<file path="src/rtl/fcs_pkg.sv">
`timescale 1ns / 1ps

package fcs_pkg;

  // Field widths
  localparam int OFS_W  = 16;
  localparam int ADDR_W = 24;
  localparam int BYTE_W = 8;

  // Bank register width (1..8)
  localparam int BANK_BITS = 8;

  // Config port
  localparam int CFG_AW = 4;
  localparam int CFG_DW = 32;

  localparam logic [1:0] REG_FLASH_PRESENT = 2'd0;
  localparam logic [1:0] REG_MANUFACTURER  = 2'd1;
  localparam logic [1:0] REG_DEVICE        = 2'd2;

  // Unlock addresses within the save window
  localparam logic [OFS_W-1:0] ADR_A = 16'h5555;
  localparam logic [OFS_W-1:0] ADR_B = 16'h2AAA;

  // Bus bytes
  localparam logic [BYTE_W-1:0] BYTE_UNLOCK1 = 8'hAA;
  localparam logic [BYTE_W-1:0] BYTE_UNLOCK2 = 8'h55;
  localparam logic [BYTE_W-1:0] CMD_NONE     = 8'h00;
  localparam logic [BYTE_W-1:0] CMD_ERASE    = 8'h80;
  localparam logic [BYTE_W-1:0] CMD_CHIP_ID  = 8'h90;
  localparam logic [BYTE_W-1:0] CMD_PROGRAM  = 8'hA0;
  localparam logic [BYTE_W-1:0] CMD_BANK     = 8'hB0;
  localparam logic [BYTE_W-1:0] CMD_RESET    = 8'hF0;
  localparam logic [BYTE_W-1:0] CMD_SECTOR   = 8'h30;
  localparam logic [BYTE_W-1:0] BYTE_BLANK   = 8'hFF;

  localparam int SECTOR_BITS = 12;  // 4 KiB sectors

  typedef enum logic [3:0] {
    ST_IDLE = 4'd0,
    ST_UNL1 = 4'd1,
    ST_UNL2 = 4'd2,
    ST_ER0  = 4'd3,
    ST_ER1  = 4'd4,
    ST_ER2  = 4'd5,
    ST_ID0  = 4'd6,
    ST_ID1  = 4'd7,
    ST_ID2  = 4'd8
  } seq_state_t;

  typedef enum logic [2:0] {
    ACT_NONE    = 3'd0,
    ACT_DIRECT  = 3'd1,
    ACT_READ    = 3'd2,
    ACT_PROGRAM = 3'd3,
    ACT_ERASE   = 3'd4
  } action_t;

  typedef enum logic {
    OP_READ  = 1'b0,
    OP_WRITE = 1'b1
  } opcode_t;

  typedef struct packed {
    logic              flash_present;
    logic [BYTE_W-1:0] manufacturer_id;
    logic [BYTE_W-1:0] device_id;
  } cfg_t;

  typedef struct packed {
    opcode_t           opcode;
    logic [OFS_W-1:0]  offset;
    logic [BYTE_W-1:0] write_data;
  } item_t;

  typedef struct packed {
    action_t           action;
    logic [ADDR_W-1:0] array_addr;
    logic [BYTE_W-1:0] program_data;
    logic [BYTE_W-1:0] read_value;
  } result_t;

endpackage

</file>
<file path="src/rtl/fcs_cfg_regs.sv">
`timescale 1ns / 1ps

module fcs_cfg_regs (
  input  logic                       clk,
  input  logic                       rst_n,
  input  logic                       psel,
  input  logic                       penable,
  input  logic                       pwrite,
  input  logic [fcs_pkg::CFG_AW-1:0] paddr,
  input  logic [fcs_pkg::CFG_DW-1:0] pwdata,
  output logic [fcs_pkg::CFG_DW-1:0] prdata,
  output fcs_pkg::cfg_t              cfg
);
  import fcs_pkg::*;

  cfg_t       cfg_r;
  cfg_t       cfg_nxt;
  logic [1:0] reg_idx;
  logic       wr_en;

  assign reg_idx = paddr[CFG_AW-1:2];
  assign wr_en   = psel && penable && pwrite;

  always_comb begin
    cfg_nxt = cfg_r;
    if (wr_en) begin
      case (reg_idx)
        REG_FLASH_PRESENT: cfg_nxt.flash_present   = pwdata[0];
        REG_MANUFACTURER:  cfg_nxt.manufacturer_id = pwdata[BYTE_W-1:0];
        REG_DEVICE:        cfg_nxt.device_id       = pwdata[BYTE_W-1:0];
        default:           cfg_nxt = cfg_r;
      endcase
    end
  end

  always_ff @(posedge clk) begin
    if (!rst_n) begin
      cfg_r.flash_present   <= 1'b1;
      cfg_r.manufacturer_id <= 8'd50;
      cfg_r.device_id       <= 8'd27;
    end else begin
      cfg_r <= cfg_nxt;
    end
  end

  always_comb begin
    case (reg_idx)
      REG_FLASH_PRESENT: prdata = CFG_DW'(cfg_r.flash_present);
      REG_MANUFACTURER:  prdata = CFG_DW'(cfg_r.manufacturer_id);
      REG_DEVICE:        prdata = CFG_DW'(cfg_r.device_id);
      default:           prdata = '0;
    endcase
  end

  assign cfg = cfg_r;

endmodule

</file>
<file path="src/rtl/fcs_core.sv">
`timescale 1ns / 1ps

module fcs_core (
  input  logic              clk,
  input  logic              rst_n,
  input  fcs_pkg::cfg_t     cfg,
  input  logic              fire,
  input  fcs_pkg::item_t    item,
  output fcs_pkg::result_t  res
);
  import fcs_pkg::*;

  seq_state_t           seq_state_r, seq_state_nxt;
  logic [BYTE_W-1:0]    pending_r, pending_nxt;
  logic [BANK_BITS-1:0] bank_r, bank_nxt;
  logic                 broken;
  logic [ADDR_W-1:0]    bank_base;
  logic [OFS_W-1:0]     ofs;
  logic [BYTE_W-1:0]    val;

  assign ofs       = item.offset;
  assign val       = item.write_data;
  assign bank_base = {BYTE_W'(bank_r), {OFS_W{1'b0}}};

  always_comb begin
    seq_state_nxt = seq_state_r;
    pending_nxt   = pending_r;
    bank_nxt      = bank_r;
    broken        = 1'b0;
    res           = '0;
    res.action    = ACT_NONE;

    if (!cfg.flash_present) begin
      if (item.opcode == OP_READ) begin
        res.action     = ACT_DIRECT;
        res.read_value = BYTE_BLANK;
      end
    end else if (item.opcode == OP_READ) begin
      if (pending_r == CMD_NONE) begin
        res.action     = ACT_READ;
        res.array_addr = bank_base + ADDR_W'(ofs);
      end else begin
        res.action     = ACT_DIRECT;
        res.read_value = BYTE_BLANK;
        if (pending_r == CMD_CHIP_ID && ofs == 16'd0) begin
          res.read_value = cfg.manufacturer_id;
        end else if (pending_r == CMD_CHIP_ID && ofs == 16'd1) begin
          res.read_value = cfg.device_id;
        end else if (pending_r == CMD_RESET) begin
          seq_state_nxt = ST_IDLE;
          pending_nxt   = CMD_NONE;
        end
      end
    end else begin
      case (seq_state_r)
        ST_UNL1: begin
          if (ofs == ADR_B && val == BYTE_UNLOCK2) begin
            seq_state_nxt = ST_UNL2;
          end else begin
            seq_state_nxt = ST_IDLE;
            broken        = 1'b1;
          end
        end
        ST_UNL2: begin
          if (ofs == ADR_A) begin
            pending_nxt = val;
            if (val == CMD_ERASE) seq_state_nxt = ST_ER0;
            else if (val == CMD_CHIP_ID) seq_state_nxt = ST_ID0;
            else seq_state_nxt = ST_IDLE;
          end else begin
            seq_state_nxt = ST_IDLE;
            broken        = 1'b1;
          end
        end
        ST_ER0, ST_ID0: begin
          if (ofs == ADR_A && val == BYTE_UNLOCK1) begin
            seq_state_nxt = (seq_state_r == ST_ER0) ? ST_ER1 : ST_ID1;
          end else begin
            seq_state_nxt = ST_IDLE;
            broken        = 1'b1;
          end
        end
        ST_ER1, ST_ID1: begin
          if (ofs == ADR_B && val == BYTE_UNLOCK2) begin
            seq_state_nxt = (seq_state_r == ST_ER1) ? ST_ER2 : ST_ID2;
          end else begin
            seq_state_nxt = ST_IDLE;
            broken        = 1'b1;
          end
        end
        ST_ER2: begin
          seq_state_nxt = ST_IDLE;
          pending_nxt   = CMD_NONE;
          if (val == CMD_SECTOR) begin
            res.action     = ACT_ERASE;
            res.array_addr = bank_base +
                             ADDR_W'({ofs[OFS_W-1:SECTOR_BITS], {SECTOR_BITS{1'b0}}});
          end
        end
        ST_ID2: begin
          seq_state_nxt = ST_IDLE;
          pending_nxt   = CMD_NONE;
        end
        default: begin
          // idle, and any unused code behaves as idle
          seq_state_nxt = ST_IDLE;
          if (ofs == ADR_A && val == CMD_RESET) begin
            pending_nxt = CMD_NONE;
          end else if (ofs == ADR_A && val == BYTE_UNLOCK1) begin
            seq_state_nxt = ST_UNL1;
          end else if (ofs == 16'd0 && pending_r == CMD_BANK) begin
            bank_nxt    = val[BANK_BITS-1:0];
            pending_nxt = CMD_NONE;
          end else begin
            broken = 1'b1;
          end
        end
      endcase

      // stray write while byte program is armed: program it
      if (broken && pending_r == CMD_PROGRAM) begin
        seq_state_nxt    = ST_IDLE;
        pending_nxt      = CMD_NONE;
        res.action       = ACT_PROGRAM;
        res.array_addr   = bank_base + ADDR_W'(ofs);
        res.program_data = val;
      end
    end
  end

  always_ff @(posedge clk) begin
    if (!rst_n) begin
      seq_state_r <= ST_IDLE;
      pending_r   <= CMD_NONE;
      bank_r      <= '0;
    end else if (fire) begin
      seq_state_r <= seq_state_nxt;
      pending_r   <= pending_nxt;
      bank_r      <= bank_nxt;
    end
  end

`ifndef NO_ASSERTIONS
  a_absent_holds: assert property (@(posedge clk) disable iff (!rst_n)
    fire && !cfg.flash_present |=>
      $stable(seq_state_r) && $stable(pending_r) && $stable(bank_r))
    else $error("state changed while flash absent");

  a_erase_clears: assert property (@(posedge clk) disable iff (!rst_n)
    fire && res.action == ACT_ERASE |=> seq_state_r == ST_IDLE && pending_r == CMD_NONE)
    else $error("erase did not end the command");

  a_erase_aligned: assert property (@(posedge clk) disable iff (!rst_n)
    res.action == ACT_ERASE |-> res.array_addr[SECTOR_BITS-1:0] == '0)
    else $error("erase address not sector aligned");

  a_program_clears: assert property (@(posedge clk) disable iff (!rst_n)
    fire && res.action == ACT_PROGRAM |=> pending_r == CMD_NONE)
    else $error("program command still pending");
`endif

endmodule

</file>
<file path="src/rtl/flash_command_sequencer_unit.sv">
`timescale 1ns / 1ps

// Channel   Dir  Handshake                 Payload
// in_       in   in_tvalid / in_tready     tuser: opcode; tdata: offset, write_data
// out_      out  out_tvalid / out_tready   tuser: action; tdata: addr, prog, read
// cfg_      in   APB psel/penable/pready   flash_present @0, manufacturer_id @4,
//                                          device_id @8
//
// Every transaction passes the input register, then the result register, from
// acceptance to result. One transaction per cycle is sustained with out_tready
// high; the sequencer state update in fcs_core is the feedback loop.
// Synchronous active-low reset: sequencer idle, no command, bank 0, flash
// present, ID bytes 50 / 27. A stalled result holds the result register; the
// input register still accepts until it is full too.

module flash_command_sequencer_unit (
  input  logic                       clk,
  input  logic                       rst_n,

  input  logic                       in_tvalid,
  output logic                       in_tready,
  input  logic [23:0]                in_tdata,   // [15:0] offset, [23:16] write_data
  input  logic                       in_tuser,   // [0] opcode

  output logic                       out_tvalid,
  input  logic                       out_tready,
  output logic [39:0]                out_tdata,  // [23:0] array_addr,
                                                 // [31:24] program_data,
                                                 // [39:32] read_value
  output logic [2:0]                 out_tuser,  // [2:0] action

  input  logic                       cfg_psel,
  input  logic                       cfg_penable,
  input  logic                       cfg_pwrite,
  input  logic [fcs_pkg::CFG_AW-1:0] cfg_paddr,
  input  logic [fcs_pkg::CFG_DW-1:0] cfg_pwdata,
  output logic [fcs_pkg::CFG_DW-1:0] cfg_prdata,
  output logic                       cfg_pready
);
  import fcs_pkg::*;

  cfg_t    cfg;
  item_t   stg_item_r, stg_item_nxt;
  logic    stg_valid_r, stg_valid_nxt;
  result_t out_res_r;
  result_t core_res;
  logic    out_valid_r, out_valid_nxt;
  logic    out_load;   // result register free this cycle
  logic    fire;       // staged transaction moves to the result register

  assign cfg_pready = 1'b1;

  fcs_cfg_regs u_cfg (
    .clk     (clk),
    .rst_n   (rst_n),
    .psel    (cfg_psel),
    .penable (cfg_penable),
    .pwrite  (cfg_pwrite),
    .paddr   (cfg_paddr),
    .pwdata  (cfg_pwdata),
    .prdata  (cfg_prdata),
    .cfg     (cfg)
  );

  assign out_load  = !out_valid_r || out_tready;
  assign fire      = stg_valid_r && out_load;
  assign in_tready = !stg_valid_r || out_load;

  always_comb begin
    stg_item_nxt = stg_item_r;
    if (in_tvalid && in_tready) begin
      stg_item_nxt.opcode     = opcode_t'(in_tuser);
      stg_item_nxt.offset     = in_tdata[OFS_W-1:0];
      stg_item_nxt.write_data = in_tdata[OFS_W+BYTE_W-1:OFS_W];
    end
    stg_valid_nxt = in_tready ? in_tvalid : stg_valid_r;
    out_valid_nxt = out_load ? stg_valid_r : out_valid_r;
  end

  fcs_core u_core (
    .clk   (clk),
    .rst_n (rst_n),
    .cfg   (cfg),
    .fire  (fire),
    .item  (stg_item_r),
    .res   (core_res)
  );

  always_ff @(posedge clk) begin
    if (!rst_n) begin
      stg_valid_r <= 1'b0;
      out_valid_r <= 1'b0;
    end else begin
      stg_valid_r <= stg_valid_nxt;
      out_valid_r <= out_valid_nxt;
    end
  end

  // payload registers, no reset
  always_ff @(posedge clk) begin
    stg_item_r <= stg_item_nxt;
    if (fire) begin
      out_res_r <= core_res;
    end
  end

  assign out_tvalid = out_valid_r;
  assign out_tuser  = out_res_r.action;
  assign out_tdata  = {out_res_r.read_value, out_res_r.program_data, out_res_r.array_addr};

`ifndef NO_ASSERTIONS
  a_stall_only_when_full: assert property (@(posedge clk) disable iff (!rst_n)
    !in_tready |-> stg_valid_r && out_valid_r && !out_tready)
    else $error("input stalled while pipeline has room");

  a_stage_advances: assert property (@(posedge clk) disable iff (!rst_n)
    fire |=> out_valid_r)
    else $error("staged transaction lost");

  a_direct_only_value: assert property (@(posedge clk) disable iff (!rst_n)
    out_tvalid && out_tuser != ACT_DIRECT |-> out_res_r.read_value == '0)
    else $error("read value set on non-direct result");
`endif

endmodule
</file>
<file path="config.mk">
export PLATFORM = sky130hd
export DESIGN_NAME = flash_command_sequencer_unit
export DESIGN_NICKNAME = d
export VERILOG_FILES = /design/src/rtl/fcs_pkg.sv /design/src/rtl/fcs_cfg_regs.sv /design/src/rtl/fcs_core.sv /design/src/rtl/flash_command_sequencer_unit.sv
export SDC_FILE = /design/constraint.sdc
export NUM_CORES = 1
export LEC_CHECK = 0
export CAP_MARGIN = 5
export CORE_ASPECT_RATIO = 2
export CORE_MARGIN = 8
export CORE_UTILIZATION = 50
export CTS_CLUSTER_SIZE = 25
export DETAILED_ROUTE_END_ITERATION = 10
export DONT_BUFFER_PORTS = 1
export PLACE_DENSITY = 0.66
export REMOVE_ABC_BUFFERS = 1
export SLEW_MARGIN = 20
export SYNTH_ARGS = -nofsm -noshare
export SYNTH_HDL_FRONTEND = slang
export SYNTH_HIERARCHICAL = 1
export SYNTH_SLANG_ARGS = --single-unit
export TNS_END_PERCENT = 100
</file>
<file path="constraint.sdc">
create_clock -name clk -period 10 [get_ports clk]
set_input_delay 2 -clock clk [delete_from_list [all_inputs] [get_ports clk]]
set_output_delay 2 -clock clk [all_outputs]
set_load 0.005 [all_outputs]
</file>
* After elaboration in Yosys (flattened, before gate mapping) *
Cells that the tools add are included.

storage, ports and cells
  latch bits = 0
  memory bits (read-only) = 0
  register bits = 107
  output and inout bits = 78
  bits in writable memories = 0
  memories = 0
  logic and storage cells = 134

cells by class
  add/subtract/negate cells = 2
  multipliers = 0
  reduce and logical (&&, ||, !) cells = 32
  order comparisons = 0
  divide/modulo/power cells = 0
  equal/unequal tests = 30
  bitwise logic cells = 3
  muxes and demuxes = 52
  shift-type cells = 0

operators with widths
  operator                                                number
  two-way mux 8 bit                                       16
  two-way mux 27 bit                                      3
  equality test 8 bit (second input constant)             8
  adder 24 x 16 -> 24 bit                                 2
  two-way mux 4 bit                                       12
  case mux 8 bit (3 select lines)                         2
  two-way mux 35 bit                                      1
  two-way mux 24 bit                                      1
  case mux 4 bit (5 select lines)                         1
  equality test 16 x 1 -> 1 bit (second input constant)   1
  equality test 16 x 14 -> 1 bit (second input constant)  1
  equality test 16 x 15 -> 1 bit (second input constant)  1
  equality test 4 x 3 -> 1 bit (second input constant)    4
  zero test 16 bit                                        1
  logical AND 1 bit                                       11
  two-way mux 1 bit                                       10
  AND reduction 10 bit                                    1
  equality test 4 x 2 -> 1 bit (second input constant)    2
  equality test 8 x 6 -> 1 bit (second input constant)    1
  equality test 8 x 7 -> 1 bit (second input constant)    1
  zero test 8 bit                                         1
  OR reduction 8 bit                                      1
  AND reduction 7 bit                                     1
  two-way mux 2 bit                                       3
  other kinds (22)                                        33

* Logic depth before layout (Yosys ltp) *
  depth in word-level cells = 12
  gate-level depth with buffers = 9

* Hierarchy *
Netlist, hierarchy kept.

by module, submodules not included
  module                        instances  area each (um2)  cells each  sequential area each (um2)
  flash_command_sequencer_unit  1          2,157.1          79          2,082.0
  fcs_core                      1          1,696.6          216         400.4
  fcs_cfg_regs                  1          1,021.0          114         340.3

* Least setup slack after synthesis *
No wires, ideal clock.

  path type = input to register
  start = input port out_tready
  end = register u_core.pending_r[4]
  data required time = 9,883 ps
  arrival = 5,448 ps
  path buffers = 0
  slack = 4,435 ps
  cell stages on the path = 6
  setup time = 117 ps
  cells stage by stage = nor2b_4 -> nor2b_1 -> nand3b_1 -> and2_1 -> a31o_2 -> a22o_1

between the ends
  word-level cells in the longest chain between the ends = 3

ends and longest elaborated chain
  item                                   RTL line                            RTL
  start: declaration                     flash_command_sequencer_unit.sv:26  input logic out_tready,
  logical OR 1 bit                       flash_command_sequencer_unit.sv:65  assign out_load = !out_valid_r || out_tready;
  logical AND 1 bit                      flash_command_sequencer_unit.sv:66  assign fire = stg_valid_r && out_load;
  via fire                               flash_command_sequencer_unit.sv:49  logic fire;
  AND reduction 10 bit (no source line)  -
  end signal: assignment                 fcs_core.sv:138                     pending_r <= pending_nxt;
  end: declaration                       fcs_core.sv:14                      logic [BYTE_W-1:0] pending_r, pending_nxt;

The timed path passes the listed nets, and every way through them passes these cells.
A chain may end at the register's enable or synchronous reset.

* Worst setup path in the final report *
  start = input port cfg_paddr[2] (netlist name)
  end = output port cfg_prdata[5] (netlist name)

between the ends
  word-level cells in the longest chain between the ends = 2
  elaborated cells on any way between the ends = 4
  classes of those cells = eq/ne (2); mux (1); reduce/logical (1)

ends and longest elaborated chain
  item                                               RTL line                            RTL
  start: declaration                                 flash_command_sequencer_unit.sv:35  input logic [fcs_pkg::CFG_AW-1:0] cfg_paddr,
  equality test 2 bit, or another cell as far along  fcs_cfg_regs.sv:47                  case (reg_idx)
  case mux 8 bit (3 select lines) (*)                fcs_cfg_regs.sv:47
  end: declaration                                   flash_command_sequencer_unit.sv:37  output logic [fcs_pkg::CFG_DW-1:0] cfg_prdata,

Every way passes the cells marked *; elsewhere a longest branch is shown, timed or not.

==> out/metrics.yaml <==
outcome:
  outcome: "finished clean"
clocking:
  clk_latency_ns: 0.35
  cts_tree: "yes"
  path_clk_slew_ns: 0.06
  numCtsBuffers: 9
  post_cts_buffers: 0
  clock_sinks: 107
  holdBufCountCts: 0
  root_buffer: "clkbuf_16"
  cts_resized: 0
  clock_path_buffers: 2
  ctsHtreeMaxLevel: 3
routing:
  drc_errors: 0
  m1WireLength_um: 3700
  avgViaCountPerCell: 5.60
  top_layer_used: "met4"
  ant_nets: 0
  routed_wirelength_um: 11000
  drtIter0Drc: 164
  vias: 3031
  wl_met2_um: 6360
  dr.pass1.iters: 4
  dr_wl_met3_um: 646
  wl_per_cell_um: 20.3
grt:
  grt_pass1_wl_um: 16400
  grt_pass1_vias: 3047
  grt_max_degree: 46
  antenna_found_initial: 1
  grt_usage: 0.165
  overflow: 0
critical_path:
  critPathKind: "in -> out"
  worst_setup_path_start_kind: "input port"
  crit_arrival_ns: 2.52
  crit_family: "simple AND/OR/NAND/NOR gates"
  r2r_slack_ns: 7.13
  cp.required_ns: 8.00
  crit_buf_inv: 0
  end_kind: "primary output"
  cp_cell_sequence: "and2b_4 > a22o_1"
  crit_fanout: 13
  cpMaxStageDelayCell: "and2b_4"
  crit_path_max_incr_delay_ns: 0.32
synthesis:
  yosys_warnings: 6
  synth_flop_cell: "edfxtp_1"
  netlist_instances: 409
  syn_area_um2: 4870
  yosysTopAreaCell: "edfxtp_1"
  synth-seq-area-share: 0.579
  synth.top_cells.by_area: "edfxtp_1 42%, dfxtp_1 16%, buf_4 4.3%"
  synth.avg_cell_area_um2: 11.9
  synth_top_cell_area_share: 0.419
  synth-edff-count: 68
  synth-seq-cells: 107
  async_flop_share: 0
  synth_cell_types: 61
power:
  powerDensity_nw_per_um2: 169
  p_leak_nw: 1.80
  total_power_mw: 0.868
  vdd_drop_max_mv: 0.0962
placed_design:
  place.detailed.hpwl_um: 8250
  io_buffers: 0
  gp_congestion: 0.891
  preCtsSetupSlack_ns: 5.48
finish:
  final_cell_mix: "68 x edfxtp_1, 39 x dfxtp_1, 32 x and2_1, 28 x nand2_1, 25 x conb_1"
  drive_above_1_share: 0.0956
  areaGrowthSynthToFinish_pct: 5.47
  layout_commonest_cell: "edfxtp_1"
  fin_util: 0.534
  finalNetCount: 471
die:
  die_w_um: 85.8
  io_pins: 146
  fp.dieH_um: 156
  fp-row-count: 51
  die_area_um2: 13400
  initial_core_util: 0.506
  core_region_area_um2: 9640
sta:
  fin_ws_ns: 5.48
  worstMarginPinSlew_ns: 0.834
  fin_crit_sh: 0.452
  setup_viol: 0
  rsz0062_at_grt: "false"
  drv_slew: 0
  min_period_ns: 4.52
  maxSlewHeadroom: 0.444
  fin_skew_ns: 0.00991
  holdWs_ns: 0.482
  hold_violations: 0
  clock.fmax_mhz: 221
  setup_tns_ns: 0
min_path:
  worstHoldPathType: "reg -> reg"
run:
  cap_violations: 0
[power breakdown]
group          leakage [nW]  switching (mW)  total (mW)  internal, mW
registers             0.958          0.0138       0.500         0.487
logic                 0.703          0.0203      0.0315        0.0112
clock network         0.141           0.157       0.336         0.178
total                  1.80           0.192       0.868         0.676
[flip-flops by register name, summed over array words and instances, names as in the netlist]
signal,cells
stg_item_r,25
out_tvalid,1
u_core/seq_state_r,4
out_tdata,40
stg_valid_r,1
u_cfg/cfg,17
u_core/pending_r,8
out_tuser,3
u_core/bank_r,8
[metrics by stage]
step | cell area, um^2 | instances
finish | 5140 | 541
global placement | 4850 | 524
floorplan | 4660 | 390
CTS | 5140 | 540
detailed placement | 4850 | 524
global route | 5140 | 541
[tightest hold or removal path, delay by kind of cell, from the launching register on]
family	cells	cell delay [ns]
muxes	1	0.05
DFF	1	0.33
and+or+nand+nor	1	0.06
[synthesized netlist by cell type (5+ instances only)]
cell and instances:
inv_1 8, buf_4 28, clkbuf_1 5, a22o_1 15, a21oi_1 14, nand2_1 28
buf_2 5, nor2b_1 20, dfxtp_1 39, edfxtp_1 68, mux2i_1 21, o22ai_1 10
nand3_1 7, and2_1 32, nand4_1 5, nor3_1 5, nor2_1 17, o21ai_0 10
[per-layer routing]
metal / up-vias / track usage
met1: 1476 / 0.147
met4: 0 / 0.0901
met3: 20 / 0.0496
met2: 107 / 0.315
met5: - / 0
li1: 1428 / -
[logic make-up after synthesis]
| kind of cell | count (synthesis) | synth area share |
|---|---|---|
| simple gates | 155 | 0.203 |
| buf+inv | 51 | 0.0683 |
| flops | 107 | 0.579 |
| xor+xnor | 2 | 0.00359 |
| other cells | 2 | 0.00154 |
| mux | 21 | 0.0431 |
| compound gates | 71 | 0.102 |
[cell type report]
class | instances | area, um^2
Sequential cell | 107 | 2820
Fill cell | 857 | 4490
Timing Repair Buffer | 2 | 15.0
Clock inverter | 6 | 46.3
Clock buffer | 10 | 239
Antenna cell | 1 | 2.50
Tap cell | 132 | 165
Multi-Input combinational cell | 274 | 1820
Inverter | 9 | 33.8
[worst paths after layout]
check                                          from            end  cells after the start
worst min-delay path                   u_cfg/cfg[5]   u_cfg/cfg[5]                      2
worst max-delay path                   cfg_paddr[2]  cfg_prdata[5]                      2
worst min register to register         u_cfg/cfg[5]   u_cfg/cfg[5]                      2
worst max register to register  u_core/pending_r[2]  out_tdata[20]                      6
Power figures use the tool's default switching activity.
